## config.mk

```make
export PLATFORM = sky130hd
export DESIGN_NAME = run_length_byte_encoder_top
export DESIGN_NICKNAME = d
export VERILOG_FILES = /design/src/rtl/core/rlbe_pkg.sv /design/src/rtl/core/rlbe_ram.sv /design/src/rtl/core/rlbe_datapath.sv /design/src/rtl/core/rlbe_ctrl.sv /design/src/rtl/core/run_length_byte_encoder_top.sv
export SDC_FILE = /design/constraint.sdc
export NUM_CORES = 2
export LEC_CHECK = 0
export ABC_AREA = 1
export BUFFER_PORTS_ARGS = -buffer_cell sky130_fd_sc_hd__buf_2
export CORE_UTILIZATION = 54
export DETAILED_ROUTE_END_ITERATION = 10
export PLACE_DENSITY_LB_ADDON = 0.08
export SLEW_MARGIN = 40
export SYNTH_ARGS = -nofsm -noshare
export SYNTH_HDL_FRONTEND = slang
export SYNTH_SLANG_ARGS = --single-unit
```

## constraint.sdc

```tcl
create_clock -name clk -period 7.45 [get_ports clk]
set_input_delay 0 -clock clk [delete_from_list [all_inputs] [get_ports clk]]
set_output_delay 0 -clock clk [all_outputs]
set_load 0.05 [all_outputs]
```

## src/rtl/core/rlbe_pkg.sv

```systemverilog
// Package of types, constants and command codes for the run-length byte encoder.
`default_nettype none

package rlbe_pkg;

	// Longest repeat or literal block, and bytes packed into one output word.
	localparam int MAX_RUN        = 128;
	localparam int BYTES_PER_WORD = 8;

	localparam int BYTE_W = 8;
	localparam int WORD_W = 64;
	localparam int VB_W   = 4;
	localparam int LIT_AW = $clog2(MAX_RUN);
	localparam int CNT_W  = $clog2(MAX_RUN + 1);
	localparam int FILL_W = $clog2(BYTES_PER_WORD);

	// Repeat blocks open at three equal bytes; their flag byte is 257 minus the count.
	localparam int REP_START_COUNT = 3;
	localparam int REP_FLAG_BASE   = 257;

	// Request carried by the byte channel.
	typedef struct packed {
		logic [BYTE_W-1:0] data_byte;
		logic              final_byte;
	} in_item_t;

	// Request carried by the word channel.
	typedef struct packed {
		logic [WORD_W-1:0] packed_word;
		logic [VB_W-1:0]   valid_bytes;
		logic              stream_end;
	} out_item_t;

	// Lookahead register operations.
	typedef enum logic [2:0] {
		LA_NONE,
		LA_LOAD_X,
		LA_PAIR,
		LA_SHIFT,
		LA_CLEAR
	} la_op_t;

	// Repeat run register operations.
	typedef enum logic [1:0] {
		REP_NONE,
		REP_INC,
		REP_START,
		REP_END
	} rep_op_t;

	// Source of the byte handed to the word assembler.
	typedef enum logic [1:0] {
		BYTE_LIT_FLAG,
		BYTE_LIT_DATA,
		BYTE_REP_FLAG,
		BYTE_REP_VAL
	} byte_sel_t;

	// Source of a byte written into the literal store.
	typedef enum logic {
		SRC_LA,
		SRC_X
	} lit_src_t;

	// Commands from the controller to the datapath.
	typedef struct packed {
		logic      load_in;
		la_op_t    la_op;
		rep_op_t   rep_op;
		logic      lit_add;
		lit_src_t  lit_src;
		logic      lit_done;
		logic      rd_start;
		logic      rd_next;
		logic      put;
		byte_sel_t byte_sel;
		logic      put_last;
		logic      clear_all;
	} dp_cmd_t;

	// Status from the datapath to the controller.
	typedef struct packed {
		logic       fin;
		logic       x_eq_a;
		logic       x_eq_rv;
		logic       rc_lt_max;
		logic       rep_mode;
		logic [1:0] la_fill;
		logic       lc_zero;
		logic       lc_is_last;
		logic       idx_is_last;
		logic       put_ready;
	} dp_status_t;

endpackage

`default_nettype wire

```

## src/rtl/core/rlbe_ram.sv

```systemverilog
// Generic single-port-write, single-port-read RAM with a registered read.
`default_nettype none

module rlbe_ram #(
	parameter int WIDTH = 8,
	parameter int DEPTH = 128,
	localparam int AW = $clog2(DEPTH)
) (
	input  logic             clk,
	input  logic             we,
	input  logic [AW-1:0]    waddr,
	input  logic [WIDTH-1:0] wdata,
	input  logic             re,
	input  logic [AW-1:0]    raddr,
	output logic [WIDTH-1:0] rdata
);

	logic [WIDTH-1:0] mem_q [DEPTH];
	logic [WIDTH-1:0] rdata_q;

	// Write port, and a read port whose data holds until the next read.
	always_ff @(posedge clk) begin
		if (we) begin
			mem_q[waddr] <= wdata;
		end
		if (re) begin
			rdata_q <= mem_q[raddr];
		end
	end

	assign rdata = rdata_q;

endmodule

`default_nettype wire

```

## src/rtl/core/rlbe_datapath.sv

```systemverilog
// Datapath of the run-length byte encoder: lookahead, run and literal state, word assembly.
`default_nettype none

module rlbe_datapath import rlbe_pkg::*; (
	input  logic       clk,
	input  logic       arst_n,
	input  dp_cmd_t    cmd,
	output dp_status_t status,
	input  in_item_t   byte_item,
	output logic       word_valid,
	input  logic       word_ready,
	output out_item_t  word_item
);

	logic [BYTE_W-1:0] x_q;
	logic              fin_q;
	logic [BYTE_W-1:0] la0_q;
	logic [BYTE_W-1:0] la1_q;
	logic [1:0]        la_fill_q;
	logic              rep_mode_q;
	logic [BYTE_W-1:0] rv_q;
	logic [CNT_W-1:0]  rc_q;
	logic [CNT_W-1:0]  lc_q;
	logic [LIT_AW-1:0] idx_q;
	logic [WORD_W-1:0] asm_word_q;
	logic [FILL_W-1:0] asm_fill_q;
	logic              out_valid_q;
	out_item_t         out_item_q;

	logic [BYTE_W-1:0] lit_wdata;
	logic [LIT_AW-1:0] ram_raddr;
	logic              ram_re;
	logic [BYTE_W-1:0] ram_rdata;
	logic [BYTE_W-1:0] put_byte;
	logic [WORD_W-1:0] asm_next;
	logic              word_end;
	logic              out_free;
	logic              put_ready;
	logic              put_fire;
	logic              word_done;

	// Literal store: written at the literal count, drained from entry zero upwards.
	assign lit_wdata = (cmd.lit_src == SRC_X) ? x_q : la0_q;
	assign ram_re    = cmd.rd_start | cmd.rd_next;
	assign ram_raddr = cmd.rd_start ? '0 : idx_q + LIT_AW'(1);

	rlbe_ram #(
		.WIDTH(BYTE_W),
		.DEPTH(MAX_RUN)
	) u_lit_ram (
		.clk   (clk),
		.we    (cmd.lit_add),
		.waddr (lc_q[LIT_AW-1:0]),
		.wdata (lit_wdata),
		.re    (ram_re),
		.raddr (ram_raddr),
		.rdata (ram_rdata)
	);

	// Choice of the next encoded byte.
	always_comb begin
		unique case (cmd.byte_sel)
			BYTE_LIT_FLAG: put_byte = BYTE_W'(lc_q - CNT_W'(1));
			BYTE_LIT_DATA: put_byte = ram_rdata;
			BYTE_REP_FLAG: put_byte = BYTE_W'(REP_FLAG_BASE - int'(rc_q));
			BYTE_REP_VAL:  put_byte = rv_q;
		endcase
	end

	// The byte goes into the lane that the fill count points at.
	always_comb begin
		asm_next = asm_word_q;
		for (int i = 0; i < BYTES_PER_WORD; i++) begin
			if (asm_fill_q == FILL_W'(i)) begin
				asm_next[i*BYTE_W +: BYTE_W] = put_byte;
			end
		end
	end

	// A byte is taken unless it completes a word while the output register is still full.
	assign word_end  = (asm_fill_q == FILL_W'(BYTES_PER_WORD - 1)) | cmd.put_last;
	assign out_free  = !out_valid_q | word_ready;
	assign put_ready = out_free | !word_end;
	assign put_fire  = cmd.put & put_ready;
	assign word_done = put_fire & word_end;

	// Input byte latch.
	always_ff @(posedge clk or negedge arst_n) begin
		if (!arst_n) begin
			fin_q <= 1'b0;
		end else if (cmd.load_in) begin
			fin_q <= byte_item.final_byte;
		end
	end

	always_ff @(posedge clk) begin
		if (cmd.load_in) begin
			x_q <= byte_item.data_byte;
		end
	end

	// Lookahead pair and its fill.
	always_ff @(posedge clk or negedge arst_n) begin
		if (!arst_n) begin
			la_fill_q <= 2'd0;
		end else if (cmd.clear_all) begin
			la_fill_q <= 2'd0;
		end else begin
			unique case (cmd.la_op)
				LA_NONE:   la_fill_q <= la_fill_q;
				LA_LOAD_X: la_fill_q <= 2'd1;
				LA_PAIR:   la_fill_q <= 2'd2;
				LA_SHIFT:  la_fill_q <= la_fill_q - 2'd1;
				LA_CLEAR:  la_fill_q <= 2'd0;
				default:   la_fill_q <= la_fill_q;
			endcase
		end
	end

	always_ff @(posedge clk) begin
		unique case (cmd.la_op)
			LA_LOAD_X: la0_q <= x_q;
			LA_PAIR:   la1_q <= x_q;
			LA_SHIFT:  la0_q <= la1_q;
			default: begin
			end
		endcase
	end

	// Repeat run state.
	always_ff @(posedge clk or negedge arst_n) begin
		if (!arst_n) begin
			rep_mode_q <= 1'b0;
			rv_q       <= '0;
			rc_q       <= '0;
		end else if (cmd.clear_all) begin
			rep_mode_q <= 1'b0;
			rv_q       <= '0;
			rc_q       <= '0;
		end else begin
			unique case (cmd.rep_op)
				REP_NONE: begin
				end
				REP_INC: begin
					rc_q <= rc_q + CNT_W'(1);
				end
				REP_START: begin
					rep_mode_q <= 1'b1;
					rv_q       <= la0_q;
					rc_q       <= CNT_W'(REP_START_COUNT);
				end
				REP_END: begin
					rep_mode_q <= 1'b0;
					rc_q       <= '0;
				end
			endcase
		end
	end

	// Literal count and drain index.
	always_ff @(posedge clk or negedge arst_n) begin
		if (!arst_n) begin
			lc_q  <= '0;
			idx_q <= '0;
		end else begin
			if (cmd.clear_all || cmd.lit_done) begin
				lc_q <= '0;
			end else if (cmd.lit_add) begin
				lc_q <= lc_q + CNT_W'(1);
			end
			if (cmd.rd_start) begin
				idx_q <= '0;
			end else if (cmd.rd_next) begin
				idx_q <= idx_q + LIT_AW'(1);
			end
		end
	end

	// Word assembly and the output register.
	always_ff @(posedge clk or negedge arst_n) begin
		if (!arst_n) begin
			asm_word_q  <= '0;
			asm_fill_q  <= '0;
			out_valid_q <= 1'b0;
		end else begin
			if (word_done) begin
				asm_word_q  <= '0;
				asm_fill_q  <= '0;
				out_valid_q <= 1'b1;
			end else begin
				if (put_fire) begin
					asm_word_q <= asm_next;
					asm_fill_q <= asm_fill_q + FILL_W'(1);
				end
				if (word_ready) begin
					out_valid_q <= 1'b0;
				end
			end
		end
	end

	always_ff @(posedge clk) begin
		if (word_done) begin
			out_item_q.packed_word <= asm_next;
			out_item_q.valid_bytes <= VB_W'(asm_fill_q) + VB_W'(1);
			out_item_q.stream_end  <= cmd.put_last;
		end
	end

	assign word_valid = out_valid_q;
	assign word_item  = out_item_q;

	// Status towards the controller.
	assign status.fin         = fin_q;
	assign status.x_eq_a      = (x_q == la0_q);
	assign status.x_eq_rv     = (x_q == rv_q);
	assign status.rc_lt_max   = (rc_q < CNT_W'(MAX_RUN));
	assign status.rep_mode    = rep_mode_q;
	assign status.la_fill     = la_fill_q;
	assign status.lc_zero     = (lc_q == '0);
	assign status.lc_is_last  = (lc_q == CNT_W'(MAX_RUN - 1));
	assign status.idx_is_last = ((CNT_W'(idx_q) + CNT_W'(1)) == lc_q);
	assign status.put_ready   = put_ready;

endmodule

`default_nettype wire

```

## src/rtl/core/rlbe_ctrl.sv

```systemverilog
// Controller state machine of the run-length byte encoder.
`default_nettype none

module rlbe_ctrl import rlbe_pkg::*; (
	input  logic       clk,
	input  logic       arst_n,
	input  logic       byte_valid,
	output logic       byte_ready,
	output dp_cmd_t    cmd,
	input  dp_status_t status
);

	typedef enum logic [2:0] {
		S_IDLE,
		S_STEP,
		S_LIT_FLAG,
		S_LIT_DATA,
		S_REP_FLAG,
		S_REP_VAL
	} state_t;

	state_t state_q, state_d;
	logic   x_done_q, x_done_d;
	logic   rep_final_q, rep_final_d;
	logic   lit_final;

	// A literal block closed after the final byte has joined it ends the stream.
	assign lit_final  = status.fin & x_done_q;
	assign byte_ready = (state_q == S_IDLE);

	// Next state and datapath commands.
	always_comb begin
		cmd         = '0;
		state_d     = state_q;
		x_done_d    = x_done_q;
		rep_final_d = rep_final_q;
		unique case (state_q)
			S_IDLE: begin
				if (byte_valid) begin
					cmd.load_in = 1'b1;
					x_done_d    = 1'b0;
					rep_final_d = 1'b0;
					state_d     = S_STEP;
				end
			end
			S_STEP: begin
				if (x_done_q) begin
					// Byte handled: close what is left at the end of the data.
					if (status.fin && !status.lc_zero) begin
						state_d = S_LIT_FLAG;
					end else begin
						cmd.clear_all = status.fin;
						state_d       = S_IDLE;
					end
				end else if (status.rep_mode) begin
					// Extend the run, or close it and look at the byte afresh.
					if (status.x_eq_rv && status.rc_lt_max) begin
						cmd.rep_op = REP_INC;
						x_done_d   = 1'b1;
						if (status.fin) begin
							rep_final_d = 1'b1;
							state_d     = S_REP_FLAG;
						end else begin
							state_d = S_IDLE;
						end
					end else begin
						state_d = S_REP_FLAG;
					end
				end else if (status.fin) begin
					// Final byte: three equal bytes make a run, anything else goes literal.
					if (status.la_fill == 2'd2 && status.x_eq_a) begin
						if (!status.lc_zero) begin
							state_d = S_LIT_FLAG;
						end else begin
							cmd.rep_op  = REP_START;
							cmd.la_op   = LA_CLEAR;
							x_done_d    = 1'b1;
							rep_final_d = 1'b1;
							state_d     = S_REP_FLAG;
						end
					end else if (status.la_fill != 2'd0) begin
						cmd.lit_add = 1'b1;
						cmd.lit_src = SRC_LA;
						cmd.la_op   = LA_SHIFT;
						state_d     = status.lc_is_last ? S_LIT_FLAG : S_STEP;
					end else begin
						cmd.lit_add = 1'b1;
						cmd.lit_src = SRC_X;
						x_done_d    = 1'b1;
						state_d     = status.lc_is_last ? S_LIT_FLAG : S_STEP;
					end
				end else begin
					// Ordinary byte against the lookahead pair.
					priority if (status.la_fill == 2'd0) begin
						cmd.la_op = LA_LOAD_X;
						x_done_d  = 1'b1;
						state_d   = S_IDLE;
					end else if (status.la_fill == 2'd1) begin
						if (status.x_eq_a) begin
							cmd.la_op = LA_PAIR;
							x_done_d  = 1'b1;
							state_d   = S_IDLE;
						end else begin
							cmd.lit_add = 1'b1;
							cmd.lit_src = SRC_LA;
							cmd.la_op   = LA_LOAD_X;
							x_done_d    = 1'b1;
							state_d     = status.lc_is_last ? S_LIT_FLAG : S_IDLE;
						end
					end else begin
						if (status.x_eq_a) begin
							if (!status.lc_zero) begin
								state_d = S_LIT_FLAG;
							end else begin
								cmd.rep_op = REP_START;
								cmd.la_op  = LA_CLEAR;
								x_done_d   = 1'b1;
								state_d    = S_IDLE;
							end
						end else begin
							cmd.lit_add = 1'b1;
							cmd.lit_src = SRC_LA;
							cmd.la_op   = LA_SHIFT;
							state_d     = status.lc_is_last ? S_LIT_FLAG : S_STEP;
						end
					end
				end
			end
			S_LIT_FLAG: begin
				cmd.put      = 1'b1;
				cmd.byte_sel = BYTE_LIT_FLAG;
				if (status.put_ready) begin
					cmd.rd_start = 1'b1;
					state_d      = S_LIT_DATA;
				end
			end
			S_LIT_DATA: begin
				cmd.put      = 1'b1;
				cmd.byte_sel = BYTE_LIT_DATA;
				cmd.put_last = lit_final & status.idx_is_last;
				if (status.put_ready) begin
					if (status.idx_is_last) begin
						cmd.lit_done = 1'b1;
						state_d      = S_STEP;
					end else begin
						cmd.rd_next = 1'b1;
					end
				end
			end
			S_REP_FLAG: begin
				cmd.put      = 1'b1;
				cmd.byte_sel = BYTE_REP_FLAG;
				if (status.put_ready) begin
					state_d = S_REP_VAL;
				end
			end
			S_REP_VAL: begin
				cmd.put      = 1'b1;
				cmd.byte_sel = BYTE_REP_VAL;
				cmd.put_last = rep_final_q;
				if (status.put_ready) begin
					cmd.rep_op = REP_END;
					state_d    = S_STEP;
				end
			end
			default: begin
				state_d = S_IDLE;
			end
		endcase
	end

	// State and flags.
	always_ff @(posedge clk or negedge arst_n) begin
		if (!arst_n) begin
			state_q     <= S_IDLE;
			x_done_q    <= 1'b0;
			rep_final_q <= 1'b0;
		end else begin
			state_q     <= state_d;
			x_done_q    <= x_done_d;
			rep_final_q <= rep_final_d;
		end
	end

endmodule

`default_nettype wire

```

## src/rtl/core/run_length_byte_encoder_top.sv

```systemverilog
// Top level of the run-length byte encoder: controller and datapath.
//
// Channel  Role    Handshake                 Request
// byte     input   byte_valid / byte_ready   in_item_t: data_byte, final_byte
// word     output  word_valid / word_ready   out_item_t: packed_word, valid_bytes, stream_end
//
// One byte is taken at a time. A byte that emits nothing is accepted in S_IDLE and decided
// in S_STEP. Each encoded byte is put out by the state machine, which writes one byte a cycle
// into the word assembler while it is ready; closing a literal block puts out its flag byte
// and then its stored bytes, paced by the single read port of the literal store.
// A completed word waits in the output register; the encoder stalls only when the next
// word is complete before that register has been emptied.
// Reset clears all control state and the assembly word; the literal store needs no clearing.
`default_nettype none

module run_length_byte_encoder_top import rlbe_pkg::*; (
	input  logic      clk,
	input  logic      arst_n,
	input  logic      byte_valid,
	output logic      byte_ready,
	input  in_item_t  byte_item,
	output logic      word_valid,
	input  logic      word_ready,
	output out_item_t word_item
);

	dp_cmd_t    cmd;
	dp_status_t status;

	// Sequencing of block decisions and byte emission.
	rlbe_ctrl u_ctrl (
		.clk        (clk),
		.arst_n     (arst_n),
		.byte_valid (byte_valid),
		.byte_ready (byte_ready),
		.cmd        (cmd),
		.status     (status)
	);

	// Encoding state, literal store and word packing.
	rlbe_datapath u_datapath (
		.clk        (clk),
		.arst_n     (arst_n),
		.cmd        (cmd),
		.status     (status),
		.byte_item  (byte_item),
		.word_valid (word_valid),
		.word_ready (word_ready),
		.word_item  (word_item)
	);

endmodule

`default_nettype wire

```

Yosys cells after proc, flatten, opt, wreduce, memory -nomap -nowiden
Memory sizes are Yosys's and may differ from the RTL's. A register that Yosys moved wholly into a read port is not among the register bits.
Cells that the tools add are included.
{"block": "totals", "reg_bits": 201, "ram_bits": 1024, "out_inout_bits": 71, "word_cells": 216, "memories": 1}
{"name": "u_datapath.u_lit_ram.mem_q", "depth": 128, "width": 8, "rd": 1, "rd_clocked_by_memory_dff": 1, "write_ports": 1, "line": "rlbe_ram.sv:18", "text": "logic [WIDTH-1:0] mem_q [DEPTH];"}
{"block": "op_classes", "n_addsub": 9, "order_cmp": 1, "eq_ne": 39, "muxes": 113, "n_bitwise": 8, "reduce_logical": 26}
{"operator": "64-bit two-way mux", "n": 2}
{"operator": "8-bit two-way mux", "n": 14}
{"operator": "3-bit two-way mux", "n": 25}
{"operator": "1-bit two-way mux", "n": 38}
{"operator": "7-bit two-way mux", "n": 5}
{"operator": "2-bit two-way mux", "n": 16}
{"operator": "8-bit one-hot mux with 4 select lines", "n": 1}
{"operator": "8-bit == test", "n": 3}
{"operator": "8-bit one-hot mux with 3 select lines", "n": 1}
{"operator": "3-bit == test (second input constant)", "n": 7}
{"operator": "3-bit by 2-bit == test with 1-bit output (second input constant)", "n": 6}
{"operator": "3-bit one-hot mux with 6 select lines", "n": 1}
{"operator": "8-bit by 1-bit adder with 8-bit output (second input constant)", "n": 2}
{"operator": "8-bit one-hot mux with 2 select lines", "n": 1}
{"operator": "2-bit nonzero test", "n": 8}
{"operator": "2-bit by 1-bit inequality test with 1-bit output (second input constant)", "n": 6}
{"operator": "3-bit one-hot mux with 4 select lines", "n": 1}
{"operator": "2-bit == test (second input constant)", "n": 5}
{"operator": "3-bit by 1-bit == test with 1-bit output (second input constant)", "n": 3}
{"operator": "7-bit by 1-bit adder with 8-bit output (second input constant)", "n": 1}
{"operator": "8-bit by 7-bit == test with 1-bit output (second input constant)", "n": 1}
{"operator": "8-bit zero test", "n": 1}
{"operator": "8-bit less-than comparator (second input constant)", "n": 1}
{"operator": "1-bit one-hot mux with 2 select lines", "n": 4}
{"operator": "other kinds (27)", "n": 43}

Logic depth before layout (Yosys ltp)
{"block": "depth", "word_depth": 12, "ltp_mapped": 26, "ltp_nobuf": 24}

Hierarchy
From an unflattened synthesis, not the netlist that was laid out.
{"block": "unflattened", "cells_unflattened": 4673, "area_unflattened_um2": 52083.7}
{"mod": "rlbe_ram", "n_inst": 1, "cells_per_inst": 3575, "area_each_um2": 42184.2, "seq_area_each_um2": 30989.7}
{"mod": "rlbe_datapath", "n_inst": 1, "cells_per_inst": 989, "area_each_um2": 9223.8, "seq_area_each_um2": 5370.2}
{"mod": "rlbe_ctrl", "n_inst": 1, "cells_per_inst": 109, "area_each_um2": 675.6, "seq_area_each_um2": 125.1}

Least setup slack after synthesis
No wires, ideal clock.
{"block": "synth_timing", "kind": "register to register", "start": "reg u_ctrl.state_q[1]", "end": "mem u_datapath.u_lit_ram.mem_q[0][0], data pin", "setup_ps": 1197, "t_arrival_ps": 6565, "required_ps": 6253, "setup_slack_ps": -312, "path_stages_with_launch": 11, "path_buffers": 1, "synth_period_minus_slack_ps": 7762, "cell_sequence": "dfrtp_1 > inv_2 > nand2_1 > nor2_1 > inv_1 > nor2_1 > inv_1 > nor2_1 > nand3_1 > clkbuf_1 > o21ai_0"}
{"block": "synth_between", "elab_chain_cells": 3}
{"item": "start: declaration", "line": "rlbe_ctrl.sv:22", "text": "state_t state_q, state_d;"}
{"item": "start signal: assignment", "line": "rlbe_ctrl.sv:179", "text": "state_q <= state_d;"}
{"item": "3-bit by 1-bit == test with 1-bit output", "line": "rlbe_ctrl.sv:37", "text": "unique case (state_q)"}
{"item": "2-bit two-way mux", "line": "rlbe_ctrl.sv:37"}
{"item": "8-bit two-way mux", "line": "rlbe_datapath.sv:43", "text": "assign lit_wdata = (cmd.lit_src == SRC_X) ? x_q : la0_q;"}
{"item": "via u_datapath.lit_wdata[0]", "line": "rlbe_datapath.sv:30", "text": "logic [BYTE_W-1:0] lit_wdata;"}
{"item": "end: declaration", "line": "rlbe_ram.sv:18"}
The timed path passes the listed nets, and every way through them passes these cells.

Worst setup path in the final report
{"block": "layout_timing", "start": "reg u_datapath.idx_q[1]", "end": "reg u_datapath.u_lit_ram.rdata_q[2] (netlist: u_datapath.u_lit_ram.rdata[2]) (read register of u_datapath.u_lit_ram.mem_q), data pin"}
{"block": "layout_between", "elab_chain_cells": 10, "elab_cells_between_ends": 15, "cone_classes": "add/sub (2); eq/ne (1); mux (7); bitwise (4); reduce/logical (1)"}
{"item": "start: declaration", "line": "rlbe_datapath.sv:24", "text": "logic [LIT_AW-1:0] idx_q;"}
{"item": "start signal: assignment", "line": "rlbe_datapath.sv:174", "text": "idx_q <= idx_q + LIT_AW'(1);"}
{"item": "7-bit by 1-bit adder with 8-bit output", "line": "rlbe_datapath.sv:222", "text": "assign status.idx_is_last = ((CNT_W'(idx_q) + CNT_W'(1)) == lc_q);"}
{"item": "8-bit == test", "line": "rlbe_datapath.sv:222"}
{"item": "1-bit AND", "line": "rlbe_ctrl.sv:140", "text": "cmd.put_last = lit_final & status.idx_is_last;"}
{"item": "1-bit one-hot mux with 2 select lines", "line": "rlbe_ctrl.sv:37"}
{"item": "1-bit OR", "line": "rlbe_datapath.sv:81", "text": "assign word_end = (asm_fill_q == FILL_W'(BYTES_PER_WORD - 1)) | cmd.put_last;"}
{"item": "1-bit zero test", "line": "rlbe_datapath.sv:83", "text": "assign put_ready = out_free | !word_end;"}
{"item": "1-bit OR", "line": "rlbe_datapath.sv:83"}
{"item": "1-bit two-way mux (on tied branches)", "line": "rlbe_ctrl.sv:132, rlbe_ctrl.sv:141"}
{"item": "1-bit two-way mux", "line": "rlbe_ctrl.sv:37"}
{"item": "7-bit two-way mux or 1-bit OR (tied branches)", "line": "rlbe_datapath.sv:45, rlbe_datapath.sv:44"}
{"item": "end: declaration", "line": "rlbe_ram.sv:19", "text": "logic [WIDTH-1:0] rdata_q;"}
Parallel ways exist; a longest one is shown, timed or not.
A chain may end at the register's enable or synchronous reset.

==> impl_results.md <==
- Seq cells post-synth: 1233
- Status: finished clean
- Maximum VDD drop: 0.350 mV
- Area grow syn2layout: 10.6%
- Die area: 0.103 mm^2
- Worst-margin pin slew: 0.859 ns
- Pwr/cell area: 402 mW/mm^2
- Initial Util: 54.8%
- Clock Tree Buf Depth: 3
- Ys async rst share: 8.76%
- Chip width: 322 um
- GR Util All Layers: 29.1%
- DP HPWL: 83000 um
- Fmax: 192 MHz
- Fraction of the mapped netlist area in simple logic gates: 22.1%
- Clk root buf: clkbuf_16
- CTS tree: done
- # resized after CTS: 0
- Core Box Area: 0.101 mm^2
- FP Rows: 116
- Nets: 5091
- FF-to-FF End: u_datapath.u_lit_ram.rdata[2]
- Switching Share: 40.8%
- Number of synthesized flops with an enable pin: 1125
- Synth cell types: 50
- FF-to-FF Start: u_datapath.idx_q[1]
- Num ports: 84
- WHS Endpoint: u_datapath.word_valid
- Synthesized Nets: 5088
- Fin crit share: 70.1%
- Critical Path AT: 5.84 ns
- CTS clk-pin slew, worst paths: 0.06 ns
- Critical path capture point type: flop
- RSZ-0062 raised after global routing: false
- Post-synth top cells: edfxtp_1 (1125), nand3_1 (999), nand2_1 (691), inv_1 (668), nor2_1 (384)
- DR DRC count: 0
- Via-per-instance ratio: 5.77
- Count leader, synth: edfxtp_1
- Maximum fanout along the worst path: 89
- CTS Buf Count: 133
- Synthesized area: 0.0552 mm^2
- Vias in the first global route: 35.9k
- IO Port Bufs: 83
- CP startpoint kind: flop
- Seq/Total Area, Yosys: 66.1%
- Final hold vios: 0
- Die H: 322 um
- Largest net degree at the start of global routing: 179
- DRT Pass-1 Iters: 6
- GRT overflow: 0
- Leak: 0.0237 uW
- Final min period: 5.22 ns
- Adder-cell area share of the yosys netlist: 0.431%
- Cell Area, Placed: 0.0565 mm^2
- Worst hold margin: 0.0387 ns
- GPL Wtd Cong: 0.883
- Critical path class: flop to flop
- First-pass GRT wire length: 226000 um
- Cell internal pwr: 14500 uW
- Sink Count: 1233
- Yosys synthesis warning count: 0
- Post-route ant nets: 0
- Clk pwr share: 26.2%
- Post-synthesis mux area share: 0.0181%
- Routed length per instance: 22.9 um
- Compound-gate portion of the synthesized area: 3.38%
- 1st-iter DRT viols: 4345
- Sequential Power Share: 34.1%
- Min-delay src: word_ready
- Post-Synthesis Cells: 5056
- XOR/XNOR Fraction of Synth Area: 0.238%
- Area leader, netlist: edfxtp_1
- Post-CTS setup buffers: 0
- Vias post-DR: 37.6k
- Share of the synthesized area in the top cell type: 61.2%
- Reg2Reg Depth: 22
- Hold Path Depth: 3
- Sw Pwr: 10000 uW
- Post-Route WL: 150000 um
- Design Area, Final: 0.0610 mm^2
- H-tree depth: 4
- Fraction of layout cells with a size suffix above 1: 8.54%
- Worst hold path type: input pin to flop
- Max_cap viols: 0
- Diode count: 0
- Worst R2R Setup Slack: 2.23 ns
- Synth top area cells: edfxtp_1 (61%), nand3_1 (9.1%), dfrtp_1 (4.9%)
- Layout Skew: 0.0192 ns
- Clk_lat worst skew: 0.75 ns
- Worst Path Required: 8.07 ns
- Combinational share of power: 39.7%
- Initial antenna violation count: 0
- Syn_area_per_cell: 10.9 um^2
- Post-synth top flop: edfxtp_1
- Final setup viols: 0
- Main combinational cell family by area after synthesis: simple AND/OR/NAND/NOR gates
- Max-slew violations: 0
- Worst relative slew slack: 42.7%
==> sequential cells by signal, indices dropped and copies added, names as in the netlist, 2 cells and up <==
register and flops:
u_datapath.rc_q 8, u_datapath.word_item 69, u_datapath.x_q 8, u_datapath.lc_q 8, u_datapath.asm_fill_q 3, u_datapath.u_lit_ram.rdata 8, u_datapath.asm_word_q 64, u_datapath.la0_q 8
u_datapath.la_fill_q 2, u_ctrl.state_q 3, u_datapath.la1_q 8, u_datapath.idx_q 7, u_datapath.u_lit_ram.mem_q 1024, u_datapath.rv_q 8
==> cells in the final DEF (no fill, tap or decap), types with 5 or more instances in the layout <==
master / netlist / routed
nand3b_1: 345 / 345
nand3_1: 999 / 995
buf_2: 108 / 82
o2111ai_1: 21 / 21
clkbuf_16: 0 / 139
edfxtp_1: 1125 / 1125
inv_6: 0 / 7
clkinv_2: 0 / 29
o21ai_0: 125 / 117
buf_4: 13 / 32
clkbuf_1: 102 / 32
dfrtp_1: 108 / 108
inv_1: 668 / 666
a21oi_1: 21 / 21
buf_6: 48 / 7
nor2_1: 384 / 353
bufinv_16: 0 / 7
inv_2: 8 / 6
nand2_1: 691 / 691
o21a_1: 50 / 50
buf_12: 0 / 13
nand4_1: 6 / 6
dlygate4sd3_1: 0 / 23
a31oi_1: 9 / 7
clkinv_1: 11 / 31
o22ai_1: 62 / 62
nor4_1: 7 / 7
xor2_1: 13 / 13
ha_1: 19 / 19
nor3_1: 15 / 15
or2_2: 36 / 36
buf_16: 0 / 5
nor2_2: 2 / 33
o21ai_4: 0 / 8
==> per-stage QoR <==
step	power [uW]	setup TNS [ns]	worst slack [ns]	std cells	util, %
final	24500	0	2.23	6523	60.6
after detailed placement	18100	0	2.36	6254	56.1
after CTS	24500	0	2.34	6520	60.5
after floorplan	15000	-319.87	-0.312	5056	-
after global routing	25700	0	2.02	6523	60.6
after global placement	18000	0	2.19	6252	55.9
==> power groups by stage <==
stage / Sequential [uW] / Combinational [uW] / Clock (uW)
4_1_cts: 8360 / 9610 / 6490
3_3_place_gp: 8500 / 9480 / 0
3_5_place_dp: 8510 / 9570 / 0
5_1_grt: 8390 / 10600 / 6730
2_1_floorplan: 8680 / 6340 / 0
6_report: 8370 / 9740 / 6420
==> layer usage <==
metal | vias up | global-route usage [%] | wire length [um]
li1 | 17400 | - | -
met1 | 18400 | 41.4 | 63200
met2 | 1563 | 46.0 | 70700
met3 | 251 | 4.19 | 11400
met4 | 0 | 9.60 | 4210
met5 | - | 0 | 0
==> worst max-delay path by stage <==
stage	endpoint	start	slack, ns	cells after the start
finish	u_datapath.u_lit_ram.rdata[2]	u_datapath.idx_q[1]	2.23	22
global route	u_datapath.u_lit_ram.rdata[2]	u_datapath.idx_q[1]	2.02	22
CTS	u_datapath.u_lit_ram.rdata[6]	u_datapath.idx_q[1]	2.34	21
detailed placement	u_datapath.u_lit_ram.rdata[2]	u_datapath.idx_q[1]	2.36	21
global placement	u_datapath.u_lit_ram.rdata[2]	u_datapath.idx_q[1]	2.19	21
floorplan	u_datapath.u_lit_ram.mem_q[0][0]	u_ctrl.state_q[1]	-0.31	10
==> repair_timing <==
action,CTS,global route
hold buffers,24,0
hold endpoints to repair,131,0
endpoints found under the setup margin,0,0
==> critical path: stages (launching register included) <==
cell and delay [ns]:
dfrtp_1 0.41, ha_1 0.44, xnor2_1 0.15, nand2_1 0.07
nor2_1 0.14, nand3_1 0.13, nor2_4 0.12, nand4_2 0.11
nand3_2 0.14, nand2_4 0.11, nand2_8 0.43, nand2_8 0.50
inv_8 0.45, buf_16 0.30, buf_12 0.34, nand3_1 0.12
nand3_1 0.08, nand3_1 0.14, nand3_1 0.14, nand3_1 0.15
nand2_1 0.11, nand2_1 0.08, nand2_1 0.08
==> final cells by class <==
class	instances	area [um^2]
Clock inverter	69	567
Sequential cell	1233	36500
Tap cell	1357	1700
Inverter	688	2600
Multi-Input combinational cell	2841	14700
Clock buffer	173	3630
Timing Repair Buffer	162	1360
Fill cell	8295	39700
==> cell families after synthesis <==
group / Yosys count
multiplexers: 1
flip-flops: 1233
adder cells (fa/ha/maj): 19
AND/OR/NAND/NOR: 2502
XOR/XNOR: 15
buffers and inverters: 982
AO/OA/AOI/OAI: 304
No activity file was read; power rests on OpenSTA's default activity.
